--- src/rtl/lcdc_pkg.sv ---
// ----------------------------------------------------------------------------
// lcdc_pkg: shared types and codes for the lamp click and dimmer control
// Holds the register indexes, click event codes, color mode codes and the
// packed layout of the input and result beats.
// ----------------------------------------------------------------------------
`default_nettype none

package lcdc_pkg;

  // Configuration register indexes.
  localparam logic [1:0] REG_DEBOUNCE_TIME = 2'd0;
  localparam logic [1:0] REG_CLICK_WINDOW  = 2'd1;
  localparam logic [1:0] REG_ACTIVE_LOW    = 2'd2;

  // Configuration reset values.
  localparam logic [15:0] DEBOUNCE_RESET = 16'd35;
  localparam logic [15:0] WINDOW_RESET   = 16'd600;

  // Click event codes.
  localparam logic [1:0] EVT_NONE   = 2'd0;
  localparam logic [1:0] EVT_SINGLE = 2'd1;
  localparam logic [1:0] EVT_DOUBLE = 2'd2;
  localparam logic [1:0] EVT_TRIPLE = 2'd3;

  // Color mode codes. The fourth code is never reached.
  localparam logic [1:0] COLOR_WARM   = 2'd0;
  localparam logic [1:0] COLOR_WHITE  = 2'd1;
  localparam logic [1:0] COLOR_DUAL   = 2'd2;
  localparam logic [1:0] COLOR_UNUSED = 2'd3;

  localparam logic [3:0] LEVEL_MAX = 4'd15;
  localparam logic [3:0] DUTY_OFF  = 4'd15;

  // One input beat, highest field first.
  typedef struct packed {
    logic              manual_locked;
    logic signed [3:0] encoder_steps;
    logic              button_level;
  } in_item_t;

  // One result beat, highest field first.
  typedef struct packed {
    logic [3:0] white_duty;
    logic [3:0] warm_duty;
    logic [3:0] level;
    logic [1:0] color_mode;
    logic       lamp_on;
    logic [1:0] click_event;
  } out_item_t;

endpackage

`default_nettype wire

--- src/rtl/lamp_click_and_dimmer_control.sv ---
// ----------------------------------------------------------------------------
// lamp_click_and_dimmer_control: debounced multi-click button and dimmer
// Debounces the button, groups releases into single, double and triple
// clicks, applies encoder steps to the brightness and drives two duties.
// ----------------------------------------------------------------------------
// An accepted input beat is held in the input register, its result beat in
// the result register. Throughput: one beat per cycle while the receiver
// takes results; the input side stalls only when the input register holds
// a tick and the result register holds a beat that is not taken in this cycle.
// Reset (rst, synchronous): both pipeline registers empty, configuration
// back to 35 ms debounce, 600 ms window, active-low button; lamp on, both
// channels, brightness 0, all counters cleared.
`default_nettype none

module lamp_click_and_dimmer_control
  import lcdc_pkg::*;
#(
  parameter int TIMER_BITS = 16
) (
  input  wire logic        clk,
  input  wire logic        rst,
  // Configuration write port.
  input  wire logic        cfg_we,
  input  wire logic [1:0]  cfg_addr,
  input  wire logic [15:0] cfg_wdata,
  // Input stream, one beat per millisecond tick.
  input  wire logic        s_tvalid,
  output logic             s_tready,
  // s_tdata: button_level [0], encoder_steps [4:1], manual_locked [5], zero [7:6]
  input  wire logic [7:0]  s_tdata,
  // Result stream.
  output logic             m_tvalid,
  input  wire logic        m_tready,
  // m_tdata: click_event [1:0], lamp_on [2], color_mode [4:3], level [8:5],
  //          warm_duty [12:9], white_duty [16:13], zero [23:17]
  output logic [23:0]      m_tdata
);

  // Compares run at the wider of the timer and the 16-bit registers.
  localparam int CMP_W = (TIMER_BITS > 16) ? TIMER_BITS : 16;

  typedef logic [TIMER_BITS-1:0] timer_t;

  // Configuration registers.
  logic [15:0] debounce_time;
  logic [15:0] click_window;
  logic        press_is_low;

  // Input register stage.
  logic     in_valid;
  in_item_t in_item;

  // Result register stage.
  logic      out_valid;
  out_item_t out_item;

  // Block state.
  logic       prev_pressed;
  timer_t     since_change;
  logic [1:0] release_count;
  timer_t     since_first_release;
  timer_t     since_last_release;
  logic       on_flag;
  logic [1:0] mode_reg;
  logic [3:0] bright_reg;

  logic       prev_pressed_next;
  timer_t     since_change_next;
  logic [1:0] release_count_next;
  timer_t     since_first_release_next;
  timer_t     since_last_release_next;
  logic       on_flag_next;
  logic [1:0] mode_reg_next;
  logic [3:0] bright_reg_next;
  out_item_t  out_item_next;

  // The tick in the input register moves on when the result register is
  // empty or its beat is being taken in this cycle.
  logic advance;

  assign advance  = in_valid && (!out_valid || m_tready);
  assign s_tready = !in_valid || advance;
  assign m_tvalid = out_valid;
  assign m_tdata  = {7'd0, out_item};

  always_ff @(posedge clk) begin
    if (rst) begin
      debounce_time <= DEBOUNCE_RESET;
      click_window  <= WINDOW_RESET;
      press_is_low  <= 1'b1;
    end else if (cfg_we) begin
      unique case (cfg_addr)
        REG_DEBOUNCE_TIME: debounce_time <= cfg_wdata;
        REG_CLICK_WINDOW:  click_window  <= cfg_wdata;
        REG_ACTIVE_LOW:    press_is_low  <= cfg_wdata[0];
        default: ;
      endcase
    end
  end

  // Saturating increment of an elapsed-time counter.
  function automatic timer_t tick_sat(input timer_t v);
    tick_sat = (&v) ? v : v + timer_t'(1);
  endfunction

  // One tick of work: timers, encoder, debounced edge, window timeout and
  // the duty outputs, all from the input register and the current state.
  always_comb begin
    logic              pressed;
    logic              locked;
    logic signed [5:0] sum;
    logic signed [5:0] low_limit;
    logic [3:0]        shown;
    logic [3:0]        inv;
    logic [1:0]        event_code;

    locked     = in_item.manual_locked;
    event_code = EVT_NONE;

    prev_pressed_next        = prev_pressed;
    release_count_next       = release_count;
    on_flag_next             = on_flag;
    mode_reg_next            = mode_reg;
    since_change_next        = tick_sat(since_change);
    since_first_release_next = tick_sat(since_first_release);
    since_last_release_next  = tick_sat(since_last_release);

    // Encoder: clamp against the on/off state from before this tick's clicks.
    sum       = $signed({2'b00, bright_reg}) +
                $signed({{2{in_item.encoder_steps[3]}}, in_item.encoder_steps});
    low_limit = $signed({5'd0, on_flag});
    bright_reg_next = bright_reg;
    if ((in_item.encoder_steps != 4'sd0) && !locked) begin
      if (sum < low_limit) begin
        bright_reg_next = {3'd0, on_flag};
      end else if (sum > $signed({2'b00, LEVEL_MAX})) begin
        bright_reg_next = LEVEL_MAX;
      end else begin
        bright_reg_next = sum[3:0];
      end
    end

    // Debounced edge; a release counts toward the click group.
    pressed = press_is_low ? !in_item.button_level : in_item.button_level;
    if ((pressed != prev_pressed) &&
        (CMP_W'(since_change_next) > CMP_W'(debounce_time))) begin
      since_change_next = '0;
      if (prev_pressed && !pressed) begin
        if (release_count == 2'd0) begin
          since_first_release_next = '0;
        end
        if (release_count != 2'd3) begin
          release_count_next = release_count + 2'd1;
        end
        since_last_release_next = '0;
        if ((release_count_next == 2'd3) &&
            (CMP_W'(since_first_release_next) <= CMP_W'(click_window))) begin
          event_code         = EVT_TRIPLE;
          release_count_next = 2'd0;
        end
      end
      prev_pressed_next = pressed;
    end

    // Window timeout closes the group; only single and double act on state.
    if ((release_count_next != 2'd0) &&
        (CMP_W'(since_last_release_next) > CMP_W'(click_window))) begin
      event_code         = release_count_next;
      release_count_next = 2'd0;
      if (!locked) begin
        if (event_code == EVT_DOUBLE) begin
          unique case (mode_reg)
            COLOR_WARM:   mode_reg_next = COLOR_WHITE;
            COLOR_WHITE:  mode_reg_next = COLOR_DUAL;
            COLOR_DUAL:   mode_reg_next = COLOR_WARM;
            COLOR_UNUSED: mode_reg_next = COLOR_WHITE;
            default:      mode_reg_next = COLOR_WARM;
          endcase
        end else if (event_code == EVT_SINGLE) begin
          on_flag_next = !on_flag;
        end
      end
    end

    // Duties from the final state; the shown level never drops below one.
    shown = (bright_reg_next == 4'd0) ? 4'd1 : bright_reg_next;
    inv   = DUTY_OFF - shown;
    out_item_next.warm_duty  = DUTY_OFF;
    out_item_next.white_duty = DUTY_OFF;
    if (on_flag_next) begin
      if (mode_reg_next == COLOR_WARM) begin
        out_item_next.warm_duty = inv;
      end else if (mode_reg_next == COLOR_WHITE) begin
        out_item_next.white_duty = inv;
      end else begin
        out_item_next.warm_duty  = inv;
        out_item_next.white_duty = inv;
      end
    end
    out_item_next.click_event = event_code;
    out_item_next.lamp_on     = on_flag_next;
    out_item_next.color_mode  = mode_reg_next;
    out_item_next.level       = bright_reg_next;
  end

  // Pipeline valid bits and block state.
  always_ff @(posedge clk) begin
    if (rst) begin
      in_valid            <= 1'b0;
      out_valid           <= 1'b0;
      prev_pressed        <= 1'b0;
      since_change        <= '0;
      release_count       <= 2'd0;
      since_first_release <= '0;
      since_last_release  <= '0;
      on_flag             <= 1'b1;
      mode_reg            <= COLOR_DUAL;
      bright_reg          <= 4'd0;
    end else begin
      if (s_tready) begin
        in_valid <= s_tvalid;
      end
      if (advance) begin
        out_valid <= 1'b1;
      end else if (m_tready) begin
        out_valid <= 1'b0;
      end
      if (advance) begin
        prev_pressed        <= prev_pressed_next;
        since_change        <= since_change_next;
        release_count       <= release_count_next;
        since_first_release <= since_first_release_next;
        since_last_release  <= since_last_release_next;
        on_flag             <= on_flag_next;
        mode_reg            <= mode_reg_next;
        bright_reg          <= bright_reg_next;
      end
    end
  end

  // Payload registers.
  always_ff @(posedge clk) begin
    if (s_tready && s_tvalid) begin
      in_item <= in_item_t'(s_tdata[5:0]);
    end
    if (advance) begin
      out_item <= out_item_next;
    end
  end

  // The mode cycle never lands on the unused code.
  a_mode_valid: assert property (@(posedge clk) disable iff (rst)
    mode_reg != COLOR_UNUSED)
    else $error("color mode reached the unused code");

  // A held result with the lamp off shows both channels dark.
  a_off_dark: assert property (@(posedge clk) disable iff (rst)
    (out_valid && !out_item.lamp_on) |->
      (out_item.warm_duty == DUTY_OFF) && (out_item.white_duty == DUTY_OFF))
    else $error("lamp off but a duty is driven");

  // A locked tick leaves on/off, mode and brightness untouched.
  a_locked_hold: assert property (@(posedge clk) disable iff (rst)
    (advance && in_item.manual_locked) |=>
      ($stable(on_flag) && $stable(mode_reg) && $stable(bright_reg)))
    else $error("locked tick changed lamp state");

  // The input side stalls only when a tick is held and cannot move on.
  a_stall_cause: assert property (@(posedge clk) disable iff (rst)
    !s_tready |-> (in_valid && out_valid && !m_tready))
    else $error("input stalled without cause");

  // A tick that moves on always leaves a result behind.
  a_result_follows: assert property (@(posedge clk) disable iff (rst)
    advance |=> out_valid)
    else $error("tick advanced without a result");

endmodule

`default_nettype wire
--- config.mk ---
export PLATFORM = sky130hd
export DESIGN_NAME = lamp_click_and_dimmer_control
export DESIGN_NICKNAME = d
export VERILOG_FILES = /design/src/rtl/lcdc_pkg.sv /design/src/rtl/lamp_click_and_dimmer_control.sv
export SDC_FILE = /design/constraint.sdc
export NUM_CORES = 1
export LEC_CHECK = 0
export BUFFER_PORTS_ARGS = -buffer_cell sky130_fd_sc_hd__buf_4
export CORE_MARGIN = 2
export CORE_UTILIZATION = 30
export CTS_CLUSTER_SIZE = 24
export DETAILED_ROUTE_END_ITERATION = 6
export HOLD_SLACK_MARGIN = 0.12
export PLACE_DENSITY = 0.5
export SYNTH_ARGS = -nofsm -noshare
export SYNTH_HDL_FRONTEND = slang
export SYNTH_SLANG_ARGS = --single-unit
--- constraint.sdc ---
create_clock -name clk -period 9.2 [get_ports clk]
set_clock_uncertainty 0.15 [all_clocks]
set_input_delay 0.92 -clock clk [delete_from_list [all_inputs] [get_ports clk]]
set_output_delay 0.92 -clock clk [all_outputs]
set_load 0.005 [all_outputs]
==> results of run 1 <==
critical path: stages (launching register included):
cell and delay [ns]:
dfxtp_1 0.45, nand4_1 0.24, nor4_4 0.48, and2_1 0.25, nand4_1 0.25, mux2_2 0.38, ha_1 0.28, and4_1 0.19
a41oi_1 0.26, nand2_1 0.14, a31oi_4 0.51, buf_4 0.39, nor3_1 0.13, ha_1 0.33, nand4_1 0.16, nor4_1 0.58
or4b_2 0.24, a31oi_1 0.05, mux2i_2 0.39, mux2i_1 0.39, o211ai_1 0.15
report_power, final:
part           switching, mW  internal, mW
Combinational         0.0647        0.0412
Clock                  0.256         0.367
Sequential           0.00878         0.535
area by class of cell:
| type | instances | share of cell area, % |
|---|---|---|
| antenna | 1 | 0.0300 |
| clock buffer | 21 | 5.65 |
| clock inverter | 11 | 0.930 |
| inverter | 42 | 1.89 |
| multi-input combinational | 676 | 51.3 |
| sequential | 116 | 30.6 |
| tap | 319 | 4.78 |
| timing repair buffer | 53 | 4.77 |
routing by layer:
metal | global-route usage, % | vias up | share of wire, % | wire, um
li1 | - | 3202 | - | -
met1 | 19.8 | 2863 | 48 | 8990
met2 | 25.0 | 70 | 47 | 8890
met3 | 3.13 | 22 | 3.0 | 571
met4 | 4.71 | 0 | 1.5 | 287
met5 | 0 | - | 0 | 0
per-stage QoR:
| step | power, mW | area (um2) | util, % | instances |
|---|---|---|---|---|
| 3_3_place_gp | 0.662 | 7790 | 33.2 | 1206 |
| 6_report | 1.27 | 8340 | 35.5 | 1239 |
| 2_1_floorplan | 0.622 | 7210 | - | 886 |
| 4_1_cts | 1.29 | 8340 | 35.5 | 1238 |
| 3_5_place_dp | 0.662 | 7790 | 33.2 | 1206 |
| 5_1_grt | 1.33 | 8340 | 35.5 | 1238 |
kinds of logic after synthesis:
logic type | count (synthesis) | synth area share (%)
AOI/OAI and AO/OA | 222 | 18.5
and+or+nand+nor | 336 | 23.3
muxes | 12 | 1.77
buffers and inverters | 94 | 5.46
adders and majority gates | 59 | 10.4
xor gates and xnor gates | 40 | 4.98
DFF | 116 | 35.5
other | 1 | 0.0522
worst max path at each step:
stage / from / to / slack [ns]
after floorplan: since_change[4] / m_tdata[13] / 3.38
after global placement: since_change[4] / m_tdata[14] / 2.51
after detailed placement: since_change[4] / m_tdata[14] / 2.54
after CTS: since_change[4] / m_tdata[13] / 2.52
after global routing: since_change[4] / m_tdata[13] / 1.84
final: since_change[4] / m_tdata[9] / 2.50
cells in the final DEF (no fill, tap or decap), drive strengths merged, types with 21 or more instances in the layout:
master    n
dfxtp    93
a21oi   104
inv      44
o21ai    41
nor2     70
edfxtp   23
nand2   111
buf      53
nand3    28
clkbuf   21
ha       58
==> results.cfg, run 1 <==
[worst_hold_path]
hold_end = since_change[8]
min_from = since_change[8]
min_path_cells = 2
min_path_type = flop to flop

[routing]
ant_nets = 0
firstDrtPassIters = 4
vias = 6157
vias_per_cell = 4.97
drtIter0Drc = 357
drcViolationCount = 0
wl_per_cell_um = 15.1
routed_wl_um = 18700

[final_layout]
fillers = 2479
drive_gt1_share_pct = 11.3
seq_area_mm2 = 0.00255
final_nets = 996
syn2layout_area_growth_pct = 16.0
largest_register_ffs = 17
multi_input_area_mm2 = 0.00428

[critical_path]
crit_type = flop to flop
ff2ff_path_depth = 20
cp-start-kind = flop
regToRegEndpoint = m_tdata[9]
cp.arrival_ns = 6.69
r2r-start = since_change[4]
rrSetupSlack_ns = 2.50
critPathCaptureType = flop
cp_max_fo = 22
required_ns = 9.19

[timing]
fin_crit_ns = 6.70
tightest_slew_ns = 1.11
fin_ws_ns = 2.50
slew_headroom_pct = 25.5
fin_tns_setup_ns = 0
period_share_pct = 72.9
fmax_mhz = 149
whs_ns = 0.303
setup_viol = 0
rsz0062_at_grt = no
finalHoldViolations = 0
final-max-slew-violation-count = 0

[synth]
async_flop_share_pct = 0
yosysUniqueCellTypes = 71
syn_area_per_cell_um2 = 8.17
yosysWarningCount = 0
ys_ff_latch = 116
synthFlopType = dfxtp_1
synth_commonest_cells = 111 x nand2_1, 103 x a21oi_1, 93 x dfxtp_1
netlist_area_mm2 = 0.00719
yosys.area.top_type = dfxtp_1
synth_top_area_share_pct = 25.9
synth-edff-count = 23
syn_inst = 880
synth_most_common_cell = nand2_1
synth_area_leaders = dfxtp_1 26%, ha_1 10%, edfxtp_1 9.6%
synth-seq-area-share_pct = 35.5

[clock_tree]
cts.repair.resized = 0
htree_levels = 4
clock-sinks = 116
cts.path.max_buffers = 2
cts_root_buffer = clkbuf_16
cts_tree = done
clkTransAtPathRegs_ns = 0.05
post_cts.repair.setup_buffers = 0
numCtsBuffers = 17
clk-insertion-delay-late_ns = 0.42
postCtsHoldBufs = 0

[pwr]
p_leak_nw = 3.18
ir_drop_uv = 108
p_per_area_mw_per_mm2 = 153

[job]
drv_cap = 0

[outcome]
status = completed

[floorplanning]
die_width_um = 159
rows = 56
coreArea_mm2 = 0.0235
chipHeight_um = 159
ios = 57
dieArea_mm2 = 0.0252
initial_core_util_pct = 30.6

[placement]
gp_congestion = 0.765
place_ws_ns = 2.54
hpwl_um = 13100
io_buffers = 47

[global_route]
overflow = 0
grt_pass1_vias = 5780
grt_first_pass_wirelength_um = 30700
antenna_found_initial = 0
track_usage_pct = 15.1
grt_max_degree = 84
No activity file was read; power rests on OpenSTA's default activity.
==> run 2, diff against run 1 <==
- ABC_AREA: default -> 1
- PLACE_DENSITY: 0.5 -> 0.51
- clock period: 9.2 -> 5.7 ns (I/O delays scaled with it)
==> results.cfg, run 2 <==
[outcome]
status = completed

[clock_tree]
cts.path.max_buffers = 2
htree_levels = 4
cts_tree = done
clkTransAtPathRegs_ns = 0.06
clk-insertion-delay-late_ns = 0.42
numCtsBuffers = 17
postCtsHoldBufs = 0
cts_root_buffer = clkbuf_16
clock-sinks = 116

[pwr]
clockPowerShare_pct = 48.8
p_per_area_mw_per_mm2 = 268
power.switching_mw = 0.608
p_leak_nw = 3.73
ir_drop_uv = 206
swShare_pct = 26.7
power_frac_seq_pct = 39.6
power_frac_comb_pct = 11.7
internal_power_mw = 1.67

[floorplanning]
rows = 56
ios = 57
coreArea_mm2 = 0.0235
chipHeight_um = 159
die_width_um = 159
dieArea_mm2 = 0.0252
initial_core_util_pct = 30.6

[synth]
yosysUniqueCellTypes = 45
synth_commonest_cells = 216 x nand2_1, 145 x inv_1, 121 x a21oi_1
synthFlopType = dfxtp_1
synth_most_common_cell = nand2_1
syn_inst = 992
ys_ff_latch = 116
yosys.area.top_type = dfxtp_1
async_flop_share_pct = 0
synth_top_area_share_pct = 25.9
synth-seq-area-share_pct = 35.5
synth_area_leaders = dfxtp_1 26%, nand2_1 11%, ha_1 10%
yosysWarningCount = 0
syn_area_per_cell_um2 = 7.25
synth-edff-count = 23
netlist_area_mm2 = 0.00719

[critical_path]
cp_max_fo = 8
cpMaxStageDelayCell = dfxtp_1
critPathCaptureType = flop
r2r-start = since_change[0]
cp-start-kind = flop
cpPeakStageDelay_ns = 0.39
critPathMostFrequentCell = nand2_1
cp.arrival_ns = 5.29
required_ns = 5.73
crit_type = flop to flop
startpoint = since_change[0]

[worst_hold_path]
min_from = s_tdata[0]
min_path_type = input pin to flop

[routing]
vias = 6083
firstDrtPassIters = 4
drtIter0Drc = 257
drcViolationCount = 0
vias_per_cell = 4.45
routed_wl_um = 17500
wl_per_cell_um = 12.8
ant_nets = 0

[placement]
gp_congestion = 0.808
hpwl_um = 13000
place_inst = 1331
placed_cell_area_mm2 = 0.00781
io_buffers = 47

[timing]
finalHoldViolations = 0
final-max-slew-violation-count = 0
period_share_pct = 92.4
fin_crit_ns = 5.27
fmax_mhz = 190
tightest_slew_ns = 0.906
setup_viol = 0
slew_headroom_pct = 39.4

[final_layout]
drive_gt1_share_pct = 13.1
fillers = 2459
final_common_cell = nand2_1
multi_input_area_mm2 = 0.00394
final_nets = 1124
syn2layout_area_growth_pct = 18.0
stdcell_count = 1366
seq_area_mm2 = 0.00255
fin_area_mm2 = 0.00849
largest_register_ffs = 17
antenna_cells = 0
mostFrequentLayoutCells = 216 x nand2_1, 145 x inv_1, 121 x a21oi_1, 93 x dfxtp_1, 71 x nor2_1

[global_route]
antenna_found_initial = 0
overflow = 0
track_usage_pct = 14.3
grt_pass1_vias = 6035
grt_first_pass_wirelength_um = 29300
grt_max_degree = 55

[job]
drv_cap = 0
## run 2: cell types whose count changed after synthesis, sizes merged, moves of 10 or more
cell / change
xnor2: -12
o21ai: +24
nor2: +14
nand2: +117
nand3: +10
inv: +109
a21oi: +20
clkbuf: -12
a31oi: -12
a21o: -10
and3: -19
## run 2: worst paths after layout
kind                            to  slack (ns)  cells after the start
setup / recovery       m_tdata[15]        0.43                     36
hold / removal          in_item[0]        0.18                      1
setup reg to reg       m_tdata[15]        0.43                     36
hold reg to reg   debounce_time[2]        0.31                      2
## run 2: logic make-up after synthesis
logic type               after synthesis  synth area share [%]
other                                  1                0.0522
adder cells (fa/ha/maj)               59                  10.4
AO/OA/AOI/OAI                        207                  15.5
AND/OR/NAND/NOR                      390                  24.5
XOR/XNOR                              29                  3.53
flip-flops                           116                  35.5
buffers and inverters                190                  10.5
## run 2: timing repair
| action | CTS | global route |
|---|---|---|
| resized for setup | 0 | 10 |
| buffers inserted | 0 | 3 |
| setup endpoints to repair | 0 | 12 |
## run 2: final cells by class
| type | count | share of cell area [%] |
|---|---|---|
| Multi-Input combinational cell | 692 | 46.5 |
| Sequential cell | 116 | 30.1 |
| Inverter | 153 | 6.77 |
| Clock buffer | 18 | 5.06 |
| Timing Repair Buffer | 54 | 4.82 |
| Tap cell | 319 | 4.70 |
| Clock inverter | 14 | 2.09 |
## run 2: routing by layer
metal | share of wire (%) | wire length (um) | up-vias | track usage, %
met5 | 0 | 0 | - | 0
met1 | 50 | 8720 | 2703 | 18.0
li1 | - | - | 3296 | -
met3 | 2.2 | 381 | 19 | 2.66
met2 | 46 | 8130 | 65 | 24.3
met4 | 1.7 | 301 | 0 | 4.92
## run 2: through the flow
stage | worst slack [ns] | util (%) | setup TNS (ns) | power (mW) | hold WS (ns)
after floorplan | 1.05 | - | 0 | 1.10 | 0.285
after global placement | 0.317 | 33.3 | 0 | 1.18 | 0.305
after detailed placement | 0.213 | 33.3 | 0 | 1.18 | 0.308
after CTS | 0.197 | 35.9 | 0 | 2.30 | 0.157
after global routing | -0.0188 | 36.2 | -0.0431 | 2.38 | 0.160
final | 0.433 | 36.2 | 0 | 2.28 | 0.179
## run 2: power by group through the flow
stage	clock, mW	combinational [mW]	sequential [mW]
after global placement	0	0.259	0.918
final	1.11	0.265	0.901
after global routing	1.17	0.307	0.905
after detailed placement	0	0.262	0.918
after floorplan	0	0.185	0.913
after CTS	1.14	0.264	0.901
## run 2: critical path: cells and delay by family, from the launching register on
family                   cells  cell delay (ns)
AND/OR/NAND/NOR             25             2.75
flip-flops                   1             0.39
buffers and inverters        5             0.48
XOR/XNOR                     1             0.17
AO/OA/AOI/OAI                2             0.30
adder cells (fa/ha/maj)      3             0.77
==> run 3, diff against run 2 <==
- PLACE_DENSITY: 0.51 -> 0.55
==> results.cfg, run 3 (same netlist as run 2, synthesis figures left out) <==
[global_route]
grt_pass1_vias = 5850
antenna_found_initial = 0
grt_max_degree = 55
track_usage_pct = 13.7
overflow = 0
grt_first_pass_wirelength_um = 28300

[final_layout]
antenna_cells = 0
drive_gt1_share_pct = 13.4
seq_area_mm2 = 0.00255
stdcell_count = 1370
fin_area_mm2 = 0.00851
fillers = 2517
final_nets = 1128
largest_register_ffs = 17
syn2layout_area_growth_pct = 18.4
mostFrequentLayoutCells = 216 x nand2_1, 145 x inv_1, 121 x a21oi_1, 93 x dfxtp_1, 71 x nor2_1
final_common_cell = nand2_1
multi_input_area_mm2 = 0.00394

[clock_tree]
cts.path.max_buffers = 2
htree_levels = 4
postCtsHoldBufs = 0
clock-sinks = 116
numCtsBuffers = 17
cts_tree = done
cts_root_buffer = clkbuf_16
clkTransAtPathRegs_ns = 0.06
clk-insertion-delay-late_ns = 0.42

[floorplanning]
die_width_um = 159
ios = 57
dieArea_mm2 = 0.0252
rows = 56
chipHeight_um = 159
coreArea_mm2 = 0.0235
initial_core_util_pct = 30.6

[outcome]
status = completed

[critical_path]
cp.arrival_ns = 5.23
cpPeakStageDelay_ns = 0.39
regToRegEndpoint = m_tdata[14]
rrSetupSlack_ns = 0.49
r2r-start = since_change[0]
ff2ff_path_depth = 35
required_ns = 5.72
cpMaxStageDelayCell = dfxtp_1
cp-start-kind = flop
cp_max_fo = 8
critPathCaptureType = flop
critPathMostFrequentCell = nand2_1
crit_type = flop to flop

[routing]
ant_nets = 0
drcViolationCount = 0
drtIter0Drc = 387
vias = 6177
vias_per_cell = 4.51
routed_wl_um = 17000
firstDrtPassIters = 5
wl_per_cell_um = 12.4

[pwr]
p_per_area_mw_per_mm2 = 268
p_leak_nw = 3.74
ir_drop_uv = 174

[timing]
whs_ns = 0.177
setup_viol = 0
finalHoldViolations = 0
final-max-slew-violation-count = 0
fin_crit_ns = 5.21
tightest_slew_ns = 0.916
fmax_mhz = 192
slew_headroom_pct = 38.7
period_share_pct = 91.4
fin_tns_setup_ns = 0
rsz0062_at_grt = no

[worst_hold_path]
min_from = s_tdata[1]
min_path_cells = 1
hold_end = in_item[1]
min_path_type = input pin to flop

[job]
drv_cap = 0

[placement]
placed_cell_area_mm2 = 0.00782
gp_congestion = 0.804
place_inst = 1332
hpwl_um = 12400
io_buffers = 47
-- run 3: cell count changes in the layout (fill, tap and decap cells not counted), sizes merged --
cell / delta
buf: +3
bufinv: -1
clkbuf: +4
clkinv: -4
clkinvlp: +2
inv: -1
nand3: +1
-- run 3: repair_timing --
action | 4_1_cts | 5_1_grt
gates resized for setup | 0 | 5
endpoints found under the setup margin | 0 | 11
hold endpoints to repair | 0 | 0
setup buffers | 0 | 5
-- run 3: final cells by class --
cell class                      instances  share of cell area (%)
Clock buffer                           22                    5.82
Tap cell                              319                    4.69
Sequential cell                       116                    30.0
Timing Repair Buffer                   57                    5.03
Inverter                              153                    6.75
Clock inverter                         10                    1.41
Multi-Input combinational cell        693                    46.3
-- run 3: stage by stage --
stage / total power [mW] / worst slack, ns / utilization (%)
after floorplan: 1.10 / 1.05 / -
after global placement: 1.18 / 0.298 / 33.3
after detailed placement: 1.18 / 0.271 / 33.3
after CTS: 2.30 / 0.224 / 35.9
after global routing: 2.38 / 0.0176 / 36.3
final: 2.28 / 0.493 / 36.3
-- run 3: where the power goes --
part,switching [mW],internal [mW]
Combinational,0.167,0.0990
Sequential,0.0223,0.878
Clock,0.406,0.706
Total,0.595,1.68
-- run 3: critical path, delay by kind of cell, from the launching register on --
family	cells	cell delay (ns)
compound gates	1	0.17
xor+xnor	1	0.15
fa+ha+maj	3	0.76
buf+inv	5	0.36
flops	1	0.39
simple gates	25	2.96
-- run 3: worst max path at each step --
stage,slack [ns],end,depth (start not counted),from
after floorplan,1.05,m_tdata[14],37,since_change[0]
after global placement,0.30,m_tdata[14],35,since_change[0]
after detailed placement,0.27,m_tdata[14],34,since_change[0]
after CTS,0.22,m_tdata[14],35,since_change[0]
after global routing,0.02,m_tdata[14],35,since_change[0]
final,0.49,m_tdata[14],35,since_change[0]
-- run 3: routing by layer --
layer	GRT usage [%]	vias to the layer above	routed length, um	share of wire, %
met5	0	-	0	0
met4	5.21	0	214	1.3
met3	2.46	15	419	2.5
met2	22.7	68	7800	46
met1	17.6	2777	8590	50
li1	-	3317	-	-
